$ cat src/sv/cblc_pkg.sv
// ----------------------------------------------------------------------------
// cblc_pkg
// Shared types and constants of the colour box learn and classify unit.
// ----------------------------------------------------------------------------
package cblc_pkg;

   localparam int ACT_W  = 2;
   localparam int OBJ_W  = 3;
   localparam int CHAN_W = 8;
   localparam int MASK_W = 8;
   localparam int CFG_W  = 4;

   localparam logic [ACT_W-1:0] ACT_CLEAR    = 2'd0;
   localparam logic [ACT_W-1:0] ACT_LEARN    = 2'd1;
   localparam logic [ACT_W-1:0] ACT_CLASSIFY = 2'd2;

   localparam logic [CFG_W-1:0] ACTIVE_RESET = 4'd1;

   localparam logic [CHAN_W-1:0] BOUND_LO_RESET = 8'hFF;
   localparam logic [CHAN_W-1:0] BOUND_HI_RESET = 8'h00;

   typedef struct packed {
      logic [CHAN_W-1:0] a;
      logic [CHAN_W-1:0] b;
      logic [CHAN_W-1:0] c;
   } pixel_type;

   typedef struct packed {
      logic clear_en;
      logic learn_en;
   } box_ctl_type;

endpackage

$ cat src/sv/cblc_if.sv
// ----------------------------------------------------------------------------
// cblc_req_if / cblc_rsp_if
// Valid/ready channels for requests and classification results.
// ----------------------------------------------------------------------------
interface cblc_req_if;
   logic                           valid;
   logic                           ready;
   logic [cblc_pkg::ACT_W-1:0]     action;
   logic [cblc_pkg::OBJ_W-1:0]     object_id;
   logic [cblc_pkg::CHAN_W-1:0]    chan_a;
   logic [cblc_pkg::CHAN_W-1:0]    chan_b;
   logic [cblc_pkg::CHAN_W-1:0]    chan_c;

   modport source (output valid, action, object_id, chan_a, chan_b, chan_c, input ready);
   modport sink   (input valid, action, object_id, chan_a, chan_b, chan_c, output ready);
endinterface

interface cblc_rsp_if;
   logic                           valid;
   logic                           ready;
   logic [cblc_pkg::MASK_W-1:0]    match_mask;

   modport source (output valid, match_mask, input ready);
   modport sink   (input valid, match_mask, output ready);
endinterface

$ cat src/sv/cblc_box.sv
// ----------------------------------------------------------------------------
// cblc_box
// One object's colour box: bounds storage, learn widening and containment test.
// ----------------------------------------------------------------------------
module cblc_box (
   input  logic                  clock,
   input  logic                  reset,
   input  cblc_pkg::box_ctl_type ctl,
   input  cblc_pkg::pixel_type   px,
   output logic                  match
);

   cblc_pkg::pixel_type lo_ff, lo_in;
   cblc_pkg::pixel_type hi_ff, hi_in;

   always_comb begin
      lo_in = lo_ff;
      hi_in = hi_ff;
      if (ctl.clear_en) begin
         lo_in = '{a: cblc_pkg::BOUND_LO_RESET, b: cblc_pkg::BOUND_LO_RESET,
                   c: cblc_pkg::BOUND_LO_RESET};
         hi_in = '{a: cblc_pkg::BOUND_HI_RESET, b: cblc_pkg::BOUND_HI_RESET,
                   c: cblc_pkg::BOUND_HI_RESET};
      end else if (ctl.learn_en) begin
         if (px.a < lo_ff.a) lo_in.a = px.a;
         if (px.b < lo_ff.b) lo_in.b = px.b;
         if (px.c < lo_ff.c) lo_in.c = px.c;
         if (px.a > hi_ff.a) hi_in.a = px.a;
         if (px.b > hi_ff.b) hi_in.b = px.b;
         if (px.c > hi_ff.c) hi_in.c = px.c;
      end
   end

   always_ff @(posedge clock) begin
      if (reset) begin
         lo_ff <= '{a: cblc_pkg::BOUND_LO_RESET, b: cblc_pkg::BOUND_LO_RESET,
                    c: cblc_pkg::BOUND_LO_RESET};
         hi_ff <= '{a: cblc_pkg::BOUND_HI_RESET, b: cblc_pkg::BOUND_HI_RESET,
                    c: cblc_pkg::BOUND_HI_RESET};
      end else begin
         lo_ff <= lo_in;
         hi_ff <= hi_in;
      end
   end

   // An empty box (lower above upper) fails these tests on its own.
   assign match = (px.a >= lo_ff.a) && (px.a <= hi_ff.a) &&
                  (px.b >= lo_ff.b) && (px.b <= hi_ff.b) &&
                  (px.c >= lo_ff.c) && (px.c <= hi_ff.c);

endmodule

$ cat src/sv/colour_box_learn_classify_unit.sv
// ----------------------------------------------------------------------------
// colour_box_learn_classify_unit
// Learns per-object RGB bounding boxes and classifies pixels against them.
// ----------------------------------------------------------------------------
//  Channel  Direction  Contents
//  req      in         action, object_id, chan_a, chan_b, chan_c
//  rsp      out        match_mask (classify transactions only)
//  csr      in         active_objects write (enable + data)
//
//  One transaction is accepted per cycle unless a classify request waits in the
//  input register behind a stalled result. A request is captured in an input
//  register, and from there the per-object comparators update the boxes or
//  compute the mask into the output register. Reset empties every box and sets
//  active_objects to one. A stalled result holds the output register; the input
//  stage still drains clear and learn transactions behind it.
// ----------------------------------------------------------------------------
module colour_box_learn_classify_unit #(
   parameter int MAX_OBJECTS = 8
) (
   input  logic                         clock,
   input  logic                         reset,
   cblc_req_if.sink                     req,
   cblc_rsp_if.source                   rsp,
   input  logic                         csr_wr_en,
   input  logic [cblc_pkg::CFG_W-1:0]   csr_wr_data
);

   localparam int IDX_W = 6;

   logic [cblc_pkg::CFG_W-1:0]  active_ff;

   logic                        s1_valid_ff, s1_valid_in;
   logic [cblc_pkg::ACT_W-1:0]  s1_action_ff;
   logic [cblc_pkg::OBJ_W-1:0]  s1_obj_ff;
   cblc_pkg::pixel_type         s1_px_ff;

   logic                        rsp_valid_ff, rsp_valid_in;
   logic [cblc_pkg::MASK_W-1:0] rsp_mask_ff;

   logic                        s1_has_rsp;
   logic                        s1_go;
   logic                        req_fire;
   logic [MAX_OBJECTS-1:0]      lane_match;
   logic [MAX_OBJECTS-1:0]      lane_active;
   logic [cblc_pkg::MASK_W-1:0] mask;

   assign s1_has_rsp = s1_valid_ff && (s1_action_ff == cblc_pkg::ACT_CLASSIFY);
   assign s1_go      = s1_valid_ff && (!s1_has_rsp || !rsp_valid_ff || rsp.ready);
   assign req.ready  = !s1_valid_ff || s1_go;
   assign req_fire   = req.valid && req.ready;
   assign s1_valid_in = req_fire || (s1_valid_ff && !s1_go);

   always_ff @(posedge clock) begin
      if (reset) begin
         active_ff   <= cblc_pkg::ACTIVE_RESET;
         s1_valid_ff <= 1'b0;
      end else begin
         if (csr_wr_en) active_ff <= csr_wr_data;
         s1_valid_ff <= s1_valid_in;
      end
   end

   always_ff @(posedge clock) begin
      if (req_fire) begin
         s1_action_ff <= req.action;
         s1_obj_ff    <= req.object_id;
         s1_px_ff     <= '{a: req.chan_a, b: req.chan_b, c: req.chan_c};
      end
   end

   for (genvar j = 0; j < MAX_OBJECTS; j++) begin : g_lane
      localparam logic [IDX_W-1:0] IDX = IDX_W'(j);
      cblc_pkg::box_ctl_type ctl;

      // Object j is active when j < min(active_objects, MAX_OBJECTS).
      assign lane_active[j] = {{(IDX_W-cblc_pkg::CFG_W){1'b0}}, active_ff} > IDX;
      assign ctl.clear_en = s1_go && (s1_action_ff == cblc_pkg::ACT_CLEAR);
      assign ctl.learn_en = s1_go && (s1_action_ff == cblc_pkg::ACT_LEARN) &&
                            lane_active[j] &&
                            ({{(IDX_W-cblc_pkg::OBJ_W){1'b0}}, s1_obj_ff} == IDX);

      cblc_box u_box (
         .clock (clock),
         .reset (reset),
         .ctl   (ctl),
         .px    (s1_px_ff),
         .match (lane_match[j])
      );
   end

   for (genvar k = 0; k < cblc_pkg::MASK_W; k++) begin : g_mask
      if (k < MAX_OBJECTS) begin : g_on
         assign mask[k] = lane_match[k] && lane_active[k];
      end else begin : g_off
         assign mask[k] = 1'b0;
      end
   end

   always_comb begin
      rsp_valid_in = rsp_valid_ff;
      if (s1_go && s1_has_rsp) begin
         rsp_valid_in = 1'b1;
      end else if (rsp.ready) begin
         rsp_valid_in = 1'b0;
      end
   end

   always_ff @(posedge clock) begin
      if (reset) begin
         rsp_valid_ff <= 1'b0;
      end else begin
         rsp_valid_ff <= rsp_valid_in;
      end
   end

   always_ff @(posedge clock) begin
      if (s1_go && s1_has_rsp) rsp_mask_ff <= mask;
   end

   assign rsp.valid      = rsp_valid_ff;
   assign rsp.match_mask = rsp_mask_ff;

endmodule
$ cat src/flat_wrapper.sv
// flat-port wrapper written by rule: the top's interface ports become plain ports
module colour_box_learn_classify_unit_flat 
#(
   parameter int MAX_OBJECTS = 8
)
  (clock, reset, csr_wr_en, csr_wr_data, req_valid, req_action, req_object_id, req_chan_a, req_chan_b, req_chan_c, req_ready, rsp_valid, rsp_match_mask, rsp_ready);
  cblc_req_if req_i ();
  cblc_rsp_if rsp_i ();
  input  logic clock;
  input  logic reset;
  input  logic csr_wr_en;
  input  logic [cblc_pkg::CFG_W-1:0] csr_wr_data;
  input wire logic [$bits(req_i.valid)-1:0] req_valid;
  input wire logic [$bits(req_i.action)-1:0] req_action;
  input wire logic [$bits(req_i.object_id)-1:0] req_object_id;
  input wire logic [$bits(req_i.chan_a)-1:0] req_chan_a;
  input wire logic [$bits(req_i.chan_b)-1:0] req_chan_b;
  input wire logic [$bits(req_i.chan_c)-1:0] req_chan_c;
  output wire logic [$bits(req_i.ready)-1:0] req_ready;
  output wire logic [$bits(rsp_i.valid)-1:0] rsp_valid;
  output wire logic [$bits(rsp_i.match_mask)-1:0] rsp_match_mask;
  input wire logic [$bits(rsp_i.ready)-1:0] rsp_ready;
  assign req_i.valid = req_valid;
  assign req_i.action = req_action;
  assign req_i.object_id = req_object_id;
  assign req_i.chan_a = req_chan_a;
  assign req_i.chan_b = req_chan_b;
  assign req_i.chan_c = req_chan_c;
  assign req_ready = req_i.ready;
  assign rsp_valid = rsp_i.valid;
  assign rsp_match_mask = rsp_i.match_mask;
  assign rsp_i.ready = rsp_ready;
  colour_box_learn_classify_unit #(.MAX_OBJECTS(MAX_OBJECTS)) u_core (.clock(clock), .reset(reset), .req(req_i), .rsp(rsp_i), .csr_wr_en(csr_wr_en), .csr_wr_data(csr_wr_data));
endmodule
$ cat config.mk
export PLATFORM = sky130hd
export DESIGN_NAME = colour_box_learn_classify_unit_flat
export DESIGN_NICKNAME = d
export VERILOG_FILES = /design/src/sv/cblc_pkg.sv /design/src/sv/cblc_if.sv /design/src/sv/cblc_box.sv /design/src/sv/colour_box_learn_classify_unit.sv /design/src/flat_wrapper.sv
export SDC_FILE = /design/constraint.sdc
export NUM_CORES = 1
export LEC_CHECK = 0
export CORE_ASPECT_RATIO = 1.1
export CORE_MARGIN = 10
export CORE_UTILIZATION = 55
export DETAILED_ROUTE_END_ITERATION = 8
export DONT_BUFFER_PORTS = 1
export HOLD_SLACK_MARGIN = 0.08
export PLACE_DENSITY = 0.75
export SYNTH_ARGS = -nofsm -noshare
export SYNTH_HDL_FRONTEND = slang
export SYNTH_SLANG_ARGS = --single-unit
$ cat constraint.sdc
create_clock -name clock -period 3.7 [get_ports clock]
set_clock_uncertainty 0.15 [all_clocks]
set_input_delay 0.74 -clock clock [delete_from_list [all_inputs] [get_ports clock]]
set_output_delay 0.74 -clock clock [all_outputs]
set_load 0.05 [all_outputs]
After elaboration in Yosys (flattened, before gate mapping):

Index checks and enable logic that the tools add are counted.

* flip-flop bits (word level): 427
* bits of input ports: 38
* logic and storage cells: 303

* eq/ne operators: 9
* multiplexer cells: 2
* order comparisons: 104
* reductions and logical operators: 131

Operators by type and width (count)
* $ge A8 B8 Y1: 24
* $gt A8 B8 Y1: 24
* $le A8 B8 Y1: 24
* $lt A8 B8 Y1: 24
* $reduce_and A2 Y1: 48
* $logic_and A1 B1 Y1: 71
* $gt A4 B3 Y1 const B: 4
* $eq A3 B3 Y1 const B: 4
* $gt A4 B1 Y1 const B: 2
* $gt A4 B2 Y1 const B: 2
* $eq A3 B2 Y1 const B: 2
* $logic_not A1 Y1: 4
* $logic_or A1 B1 Y1: 4
* $eq A3 B1 Y1 const B: 1
* $logic_not A3 Y1: 1
* $eq A2 B1 Y1 const B: 1
* $eq A2 B2 Y1 const B: 1
* $logic_not A2 Y1: 1
* $mux W1: 2
* $reduce_bool A2 Y1: 1
* $reduce_or A2 Y1: 1

Depth between registers and ports, before layout:

Gate-level depths: netlist (run 1).

* depth after elaboration: 10
* mapped depth: 9
* depth with buffers taken out: 7

Modules after synthesis:

A second synthesis (run 1) with hierarchy kept.

* cells, all modules: 3022
* area, all modules: 25986.2 um2

By module, submodules not included
* cblc_box: cells an instance 366, seq. area each 960.9 um2, times used 8, area an instance 3051.7 um2
* colour_box_learn_classify_unit: cells an instance 94, seq. area each 1231.2 um2, times used 1, area an instance 1572.8 um2

Worst setup path after synthesis (run 1):

OpenSTA, ideal clock, no wires.

* path kind: register to register
* start: register u_core.s1_px_ff[5] (netlist name)
* end: register u_core.g_lane[7].u_box.hi_ff[1] (netlist name)
* arrival time: 2.369 ns
* stages on the path, launching flop included: 8
* clock period less this slack: 2.594 ns
* slack: 1.106 ns
* buffers on the path: 1
* library setup time: 0.075 ns
* data required time: 3.475 ns
* cells stage by stage: edfxtp_1 ha_1 a211oi_1 o21ai_0 a2111oi_1 or3_1 buf_2 mux2i_1

* longest elaborated chain between the ends: 2

Ends and longest elaborated chain
* from (decl): line colour_box_learn_classify_unit.sv:35 `cblc_pkg::pixel_type s1_px_ff;`
* from (signal assigned): line colour_box_learn_classify_unit.sv:67 `s1_px_ff <= '{a: req.chan_a, b: req.chan_b, c: req.chan_c};`
* $gt A8 B8 Y1: line cblc_box.sv:30 `if (px.c > hi_ff.c) hi_in.c = px.c;`
* $reduce_and A2 Y1 (no source line)
* to (signal assigned): line cblc_box.sv:38 `hi_ff <= '{a: cblc_pkg::BOUND_HI_RESET, b: cblc_pkg::BOUND_HI_RESET,`
* to (signal assigned): line cblc_box.sv:42 `hi_ff <= hi_in;`
* to (decl): line cblc_box.sv:14 `cblc_pkg::pixel_type hi_ff, hi_in;`

Every way passes these cells.
A chain may end at the register's enable or synchronous reset.

Worst setup path in the final report (run 1):

* start: register u_core.s1_px_ff[16] (netlist name)
* end: register u_core.rsp_mask_ff (netlist bit u_core.rsp.match_mask[2]) (data pin)

* longest elaborated chain between the ends: 7
* elaborated cells between the ends (all ways): 8
* classes of those cells: 2 x order compare; 6 x reduce/logical

Ends and longest elaborated chain
* $ge A8 B8 Y1 / $le A8 B8 Y1 (equally long branches): line cblc_box.sv:47 `assign match = (px.a >= lo_ff.a) && (px.a <= hi_ff.a) &&`
* $logic_and A1 B1 Y1 * (2 in series): line cblc_box.sv:47
* $logic_and A1 B1 Y1 * (2 in series): line cblc_box.sv:48 `(px.b >= lo_ff.b) && (px.b <= hi_ff.b) &&`
* $logic_and A1 B1 Y1 *: line cblc_box.sv:49 `(px.c >= lo_ff.c) && (px.c <= hi_ff.c);`
* $logic_and A1 B1 Y1 *: line colour_box_learn_classify_unit.sv:93 `assign mask[k] = lane_match[k] && lane_active[k];`
* named net u_core.mask, one bit: line colour_box_learn_classify_unit.sv:45 `logic [cblc_pkg::MASK_W-1:0] mask;`
* to (signal assigned): line colour_box_learn_classify_unit.sv:117 `if (s1_go && s1_has_rsp) rsp_mask_ff <= mask;`
* to (decl): line colour_box_learn_classify_unit.sv:38 `logic [cblc_pkg::MASK_W-1:0] rsp_mask_ff;`

The timed path passes the listed nets; every way through them passes the cells marked *.

==> results.json, run 1 <==
{
  "die_x_um": 224.2,
  "holdPathEnd": "u_core.s1_action_ff[0]$_DFFE_PP_",
  "setup_viol": 0,
  "end_kind": "flop",
  "start_util_pct": 55.48,
  "p_total_uw": 10540,
  "r2r_cells": 7,
  "io_pins": 48,
  "postRouteAntennaNets": 0,
  "crit_slowest_cell": "a2111oi_0",
  "cpPeakStageDelay_ps": 850,
  "path_delay_family": "compound AO/OA/AOI/OAI gates",
  "max_clock_freq_mhz": 299.5,
  "multi_input_area_um2": 14590,
  "fillCellCount": 3702,
  "status": "completed",
  "grt_pass1_vias": 20880,
  "yosysSeqAreaShare_pct": 35.37,
  "netlist_area_um2": 25220,
  "rows": 82,
  "yosys.area.top_type": "dfxtp_1",
  "die_height_um": 244.6,
  "path_buf_inv": 1,
  "r2r-end": "u_core.rsp.match_mask[2]$_DFFE_PP_",
  "ff_latch_area_um2": 8919,
  "synth_xor_area_share_pct": 0,
  "dr.pass1.iters": 7,
  "finalHoldViolations": 0,
  "synth_compound_area_share_pct": 12.76,
  "grt_overflow": 0,
  "drc_errors": 0,
  "cts_made_buffers": 48,
  "wl_per_cell_um": 19.58,
  "setup_ws_ps": 361.2,
  "cts_tree": "yes",
  "yosysTopAreaCellShare_pct": 30.96,
  "core-area_um2": 45450,
  "via_count": 21140,
  "grt_first_pass_wirelength_um": 109300,
  "whs_ps": 104.7,
  "crit_type": "reg -> reg",
  "synth_fa_ha_area_share_pct": 19.05,
  "p_per_area_nw_per_um2": 376.8,
  "synth_commonest_cells": "390 x dfxtp_1, 384 x ha_1, 369 x inv_1, 279 x nand2_1, 272 x mux2i_1",
  "min_path_cells": 0,
  "routabilityCongestion": 0.8871,
  "clock_path_buffers": 3,
  "power_leakage_uw": 0.01382,
  "worst-slew-pin-transition_ps": 1058,
  "path_clk_slew_ps": 60,
  "hpwl_um": 48040,
  "gr-usage-all-layers_pct": 24.63,
  "relSlewSlack_pct": 27.65,
  "grt_max_degree": 63,
  "area_delta_synth_final_pct": 10.93,
  "postSynth.asyncResetShare_pct": 0,
  "synth_edf_count": 37,
  "antenna_found_initial": 4,
  "finalCritPeriodShare_pct": 90.24,
  "yosysMostFrequentCell": "dfxtp_1",
  "worst_ep_arrival_time_ps": 3650,
  "cap_viol_max_count": 0,
  "ys_seq_elements": 427,
  "muxShareOfSynthArea_pct": 10.80,
  "post-cts-setup-buffer-count": 0,
  "synth_flop_cell": "dfxtp_1",
  "cts_htree_levels": 2,
  "crit_chain": "inv_1 > ha_1 > nor3b_1 > o21ai_0 > a21oi_1 > a2111oi_0 > and4_1",
  "drtIter0Drc": 1576,
  "hold_class": "in -> reg",
  "port_buffers": 0,
  "synth.area.top_cells": "dfxtp_1 31%, ha_1 19%, mux2i_1 11%",
  "synth_nets": 3256,
  "required_ps": 4010,
  "ir_drop_uv": 380.2,
  "rsz0062_at_grt": "false",
  "cts.sinks": 427,
  "drive_above_1_share_pct": 5.981,
  "synth_top_family_by_area": "adder cells",
  "holdCritStartpoint": "req_action[0]",
  "drt-total-wl_um": 68820,
  "syn_inst": 2834,
  "die_area_um2": 54830,
  "yosys_warnings": 0,
  "reg2reg_slack_ps": 360,
  "avgSynthCellArea_um2": 8.898,
  "cts_root_buf": "clkbuf_16",
  "r2r-start": "u_core.s1_px_ff[16]$_DFFE_PP_",
  "start_kind": "flop",
  "post_cts_resized": 0,
  "synthDistinctLibCells": 70,
  "fin_nets": 3310,
  "period_needed_ps": 3339,
  "pre_cts_ws_ps": 539.8,
  "yosys.area_share.simple_pct": 15.17,
  "vias_per_cell": 6.013,
  "worstSkewPairLatency_ps": 600,
  "critPathMaxFanout": 16,
  "maxSlewViolCount": 0,
  "setup_tns_ps": 0
}
power breakdown:
group          total, µW  internal (µW)  switching, µW
Sequential          4770           4690           75.6
Combinational        882            304            578
Clock               4890           2900           1990
worst max-delay path by stage:
stage,from,to,slack (ps),cells after the start
after floorplan,u_core.s1_px_ff[5]$_DFFE_PP_,u_core.g_lane[7].u_box.hi_ff[1]$_SDFFE_PP0P_,1110,7
after global placement,u_core.s1_px_ff[16]$_DFFE_PP_,u_core.rsp.match_mask[2]$_DFFE_PP_,590,7
after detailed placement,u_core.s1_px_ff[16]$_DFFE_PP_,u_core.rsp.match_mask[2]$_DFFE_PP_,540,7
after CTS,u_core.s1_px_ff[16]$_DFFE_PP_,u_core.rsp.match_mask[2]$_DFFE_PP_,500,7
after global routing,u_core.s1_px_ff[16]$_DFFE_PP_,u_core.rsp.match_mask[2]$_DFFE_PP_,350,7
final,u_core.s1_px_ff[16]$_DFFE_PP_,u_core.rsp.match_mask[2]$_DFFE_PP_,360,7
through the flow:
step	utilization (%)	std cells	cell area, µm²
after global placement	57.38	3398	26080
after CTS	61.54	3514	27970
final	61.55	3515	27970
after detailed placement	57.38	3398	26080
after global routing	61.54	3514	27970
after floorplan	-	2834	25220
cell families (layout without fill, tap and decap cells):
family          after synthesis  count (layout)
compound gates              508             508
fa+ha+maj                   384             384
buf+inv                     451             543
flops                       427             427
mux                         272             272
other cells                   0               1
simple gates                792             792
final cells by class:
class	instances	area share [%]
multi-input cells	1956	52.15
flip-flops and latches	427	31.88
inverters	371	4.978
clock buffers	67	4.956
well taps	588	2.630
repair buffers	84	2.594
clock inverters	21	0.8006
diodes	1	0.008945
metal layers:
layer / up-vias / wire length, µm / GRT usage (%)
met2: 693 / 32080 / 41.61
met5: - / 21 / 0
met1: 10120 / 28330 / 30.13
li1: 10130 / - / -
met4: 4 / 3226 / 11.31
met3: 185 / 5153 / 4.202
registers in the layout, indices dropped and copies added, names as in the netlist:
signal                     count
u_core.s1_obj_ff               3
u_core.g_lane.u_box.lo_ff    192
u_core.rsp.valid               1
u_core.active_ff               4
u_core.s1_valid_ff             1
u_core.rsp.match_mask          8
u_core.s1_px_ff               24
u_core.s1_action_ff            2
u_core.g_lane.u_box.hi_ff    192
layout by cell type (no fill, tap or decap), types with 5 or more instances in the layout:
master | netlist | final
nand2b_1 | 10 | 10
dfxtp_1 | 390 | 390
o21ai_1 | 18 | 18
o21bai_1 | 15 | 14
o2111ai_1 | 5 | 5
a21oi_1 | 159 | 159
dlygate4sd3_1 | 0 | 28
nor3_1 | 60 | 60
clkbuf_8 | 0 | 5
ha_1 | 384 | 384
a21o_1 | 27 | 27
o21a_1 | 12 | 12
clkbuf_16 | 0 | 51
or2_1 | 5 | 5
clkinv_2 | 0 | 11
nand3_1 | 139 | 139
mux2i_1 | 272 | 272
clkbuf_1 | 56 | 11
o21ai_0 | 116 | 116
nand4_1 | 64 | 64
nor2b_1 | 34 | 34
nor4_1 | 7 | 7
o31a_1 | 7 | 7
a211oi_1 | 23 | 23
nor3b_1 | 6 | 6
and4_1 | 7 | 7
o22ai_1 | 7 | 7
or3_1 | 8 | 8
inv_1 | 369 | 369
edfxtp_1 | 37 | 37
o31ai_1 | 5 | 5
or2_2 | 8 | 8
nor2_1 | 131 | 131
nand2_1 | 279 | 279
o211ai_1 | 37 | 37
o211ai_2 | 7 | 7
a31oi_1 | 30 | 30
buf_4 | 3 | 54
a211o_1 | 11 | 11
timing repair:
item,in CTS,in global routing
setup endpoints to repair,0,0
hold buffers,28,0
hold endpoints to repair,33,0
(Power assumes the default switching activity.)
==> run 2, diff against run 1 <==
- clock period: 3.7 -> 3.6 ns (I/O delays scaled with it)
==> results.json, run 2 (synthesis results as in run 1) <==
{
  "end_kind": "flop",
  "drc_errors": 0,
  "final_cell_mix": "390 x dfxtp_1, 384 x ha_1, 369 x inv_1, 279 x nand2_1, 272 x mux2i_1",
  "hpwl_um": 50030,
  "maxSlewViolCount": 0,
  "holdCritStartpoint": "csr_wr_data[2]",
  "grt_max_degree": 90,
  "cts_htree_levels": 2,
  "worst-slew-pin-transition_ps": 1017,
  "status": "completed",
  "fin_nets": 3318,
  "r2r-start": "u_core.s1_px_ff[21]$_DFFE_PP_",
  "worstSkewPairLatency_ps": 590,
  "port_buffers": 0,
  "finalCritPeriodShare_pct": 91.12,
  "instances_no_fill": 3522,
  "fin_area_um2": 27990,
  "antenna_found_initial": 6,
  "cp-startpoint": "u_core.s1_px_ff[21]$_DFFE_PP_",
  "rsz0062_at_grt": "false",
  "drtIter0Drc": 1410,
  "ir_drop_uv": 399.0,
  "cts_tree": "yes",
  "whs_ps": 141.6,
  "vias_per_cell": 5.967,
  "grt_overflow": 0,
  "start_util_pct": 55.48,
  "grt_first_pass_wirelength_um": 109700,
  "drive_above_1_share_pct": 6.003,
  "critPathMaxFanout": 13,
  "setup_viol": 0,
  "fillCellCount": 3803,
  "start_kind": "flop",
  "power_leakage_uw": 0.01383,
  "path_clk_slew_ps": 60,
  "area_delta_synth_final_pct": 10.98,
  "layout_commonest_cell": "dfxtp_1",
  "period_needed_ps": 3280,
  "drt-total-wl_um": 69990,
  "gr-usage-all-layers_pct": 24.96,
  "dr.pass1.iters": 5,
  "core-area_um2": 45450,
  "reg_top3": "u_core.g_lane.u_box.hi_ff: 192 flops, u_core.g_lane.u_box.lo_ff: 192 flops, u_core.s1_px_ff: 24 flops",
  "placed_cell_area_um2": 26140,
  "max_clock_freq_mhz": 304.9,
  "dp_cells": 3402,
  "cap_viol_max_count": 0,
  "die_height_um": 244.6,
  "p_per_area_nw_per_um2": 380.4,
  "die_x_um": 224.2,
  "cts.sinks": 427,
  "die_area_um2": 54830,
  "cts_root_buf": "clkbuf_16",
  "rows": 82,
  "finalHoldViolations": 0,
  "setup_tns_ps": 0,
  "relSlewSlack_pct": 32.21,
  "via_count": 21020,
  "crit_type": "reg -> reg",
  "required_ps": 3900,
  "wl_per_cell_um": 19.87,
  "grt_pass1_vias": 20930,
  "clock_path_buffers": 3,
  "postRouteAntennaNets": 0,
  "worst_ep_arrival_time_ps": 3580,
  "reg2reg_slack_ps": 320,
  "hold_class": "in -> reg",
  "post_cts_resized": 0,
  "io_pins": 48,
  "cts_made_buffers": 48,
  "routabilityCongestion": 0.9316
}
-- run 2: per-stage QoR --
stage          util (%)  worst slack (ps)  power, µW
2_1_floorplan         -              1006       5531
5_1_grt           61.58             236.2      10980
6_report          61.58             319.8      10650
4_1_cts           61.57             358.9      10700
3_3_place_gp      57.50             422.0       5823
3_5_place_dp      57.50             368.9       5870
-- run 2: routing by layer --
layer,routed length [µm],vias to the layer above,GRT usage (%)
li1,-,10140,-
met1,29120,10090,29.50
met2,32780,590,41.74
met3,4400,192,4.944
met4,3641,8,14.07
met5,47,-,0
-- run 2: final timing paths --
| check | end | cells after the start |
|---|---|---|
| worst min register to register | u_core.g_lane[4].u_box.hi_ff[6]$_SDFFE_PP0P_ | 2 |
| worst max-delay path | u_core.rsp.match_mask[2]$_DFFE_PP_ | 7 |
| worst min-delay path | u_core.active_ff[2]$_SDFFE_PP0P_ | 2 |
| worst max register to register | u_core.rsp.match_mask[2]$_DFFE_PP_ | 7 |
-- run 2: layout make-up --
| type | instances | area [µm²] | share of cell area, % |
|---|---|---|---|
| antenna | 2 | 5.005 | 0.01788 |
| clock buffer | 69 | 1381 | 4.935 |
| clock inverter | 17 | 145.1 | 0.5186 |
| inverter | 371 | 1393 | 4.976 |
| multi-input combinational | 1956 | 14590 | 52.13 |
| sequential | 427 | 8919 | 31.87 |
| tap | 588 | 735.7 | 2.629 |
| timing repair buffer | 92 | 820.8 | 2.933 |
-- run 2: repair_timing --
item / in CTS / in global routing
hold buffers: 32 / 0
setup buffers: 0 / 0
setup endpoints to repair: 0 / 0
endpoints found under the hold margin: 35 / 0
-- run 2: power by group --
part / switching [µW] / internal (µW)
sequential: 72.4 / 4820
clock: 2020 / 2800
combinational: 605 / 320
-- run 2: critical path, cell delays in order, from the launching register on --
cell	delay, ps
edfxtp_1	710
buf_4	340
ha_1	320
a21oi_1	70
o21ai_0	350
a21oi_1	200
a2111oi_0	720
and4_1	290
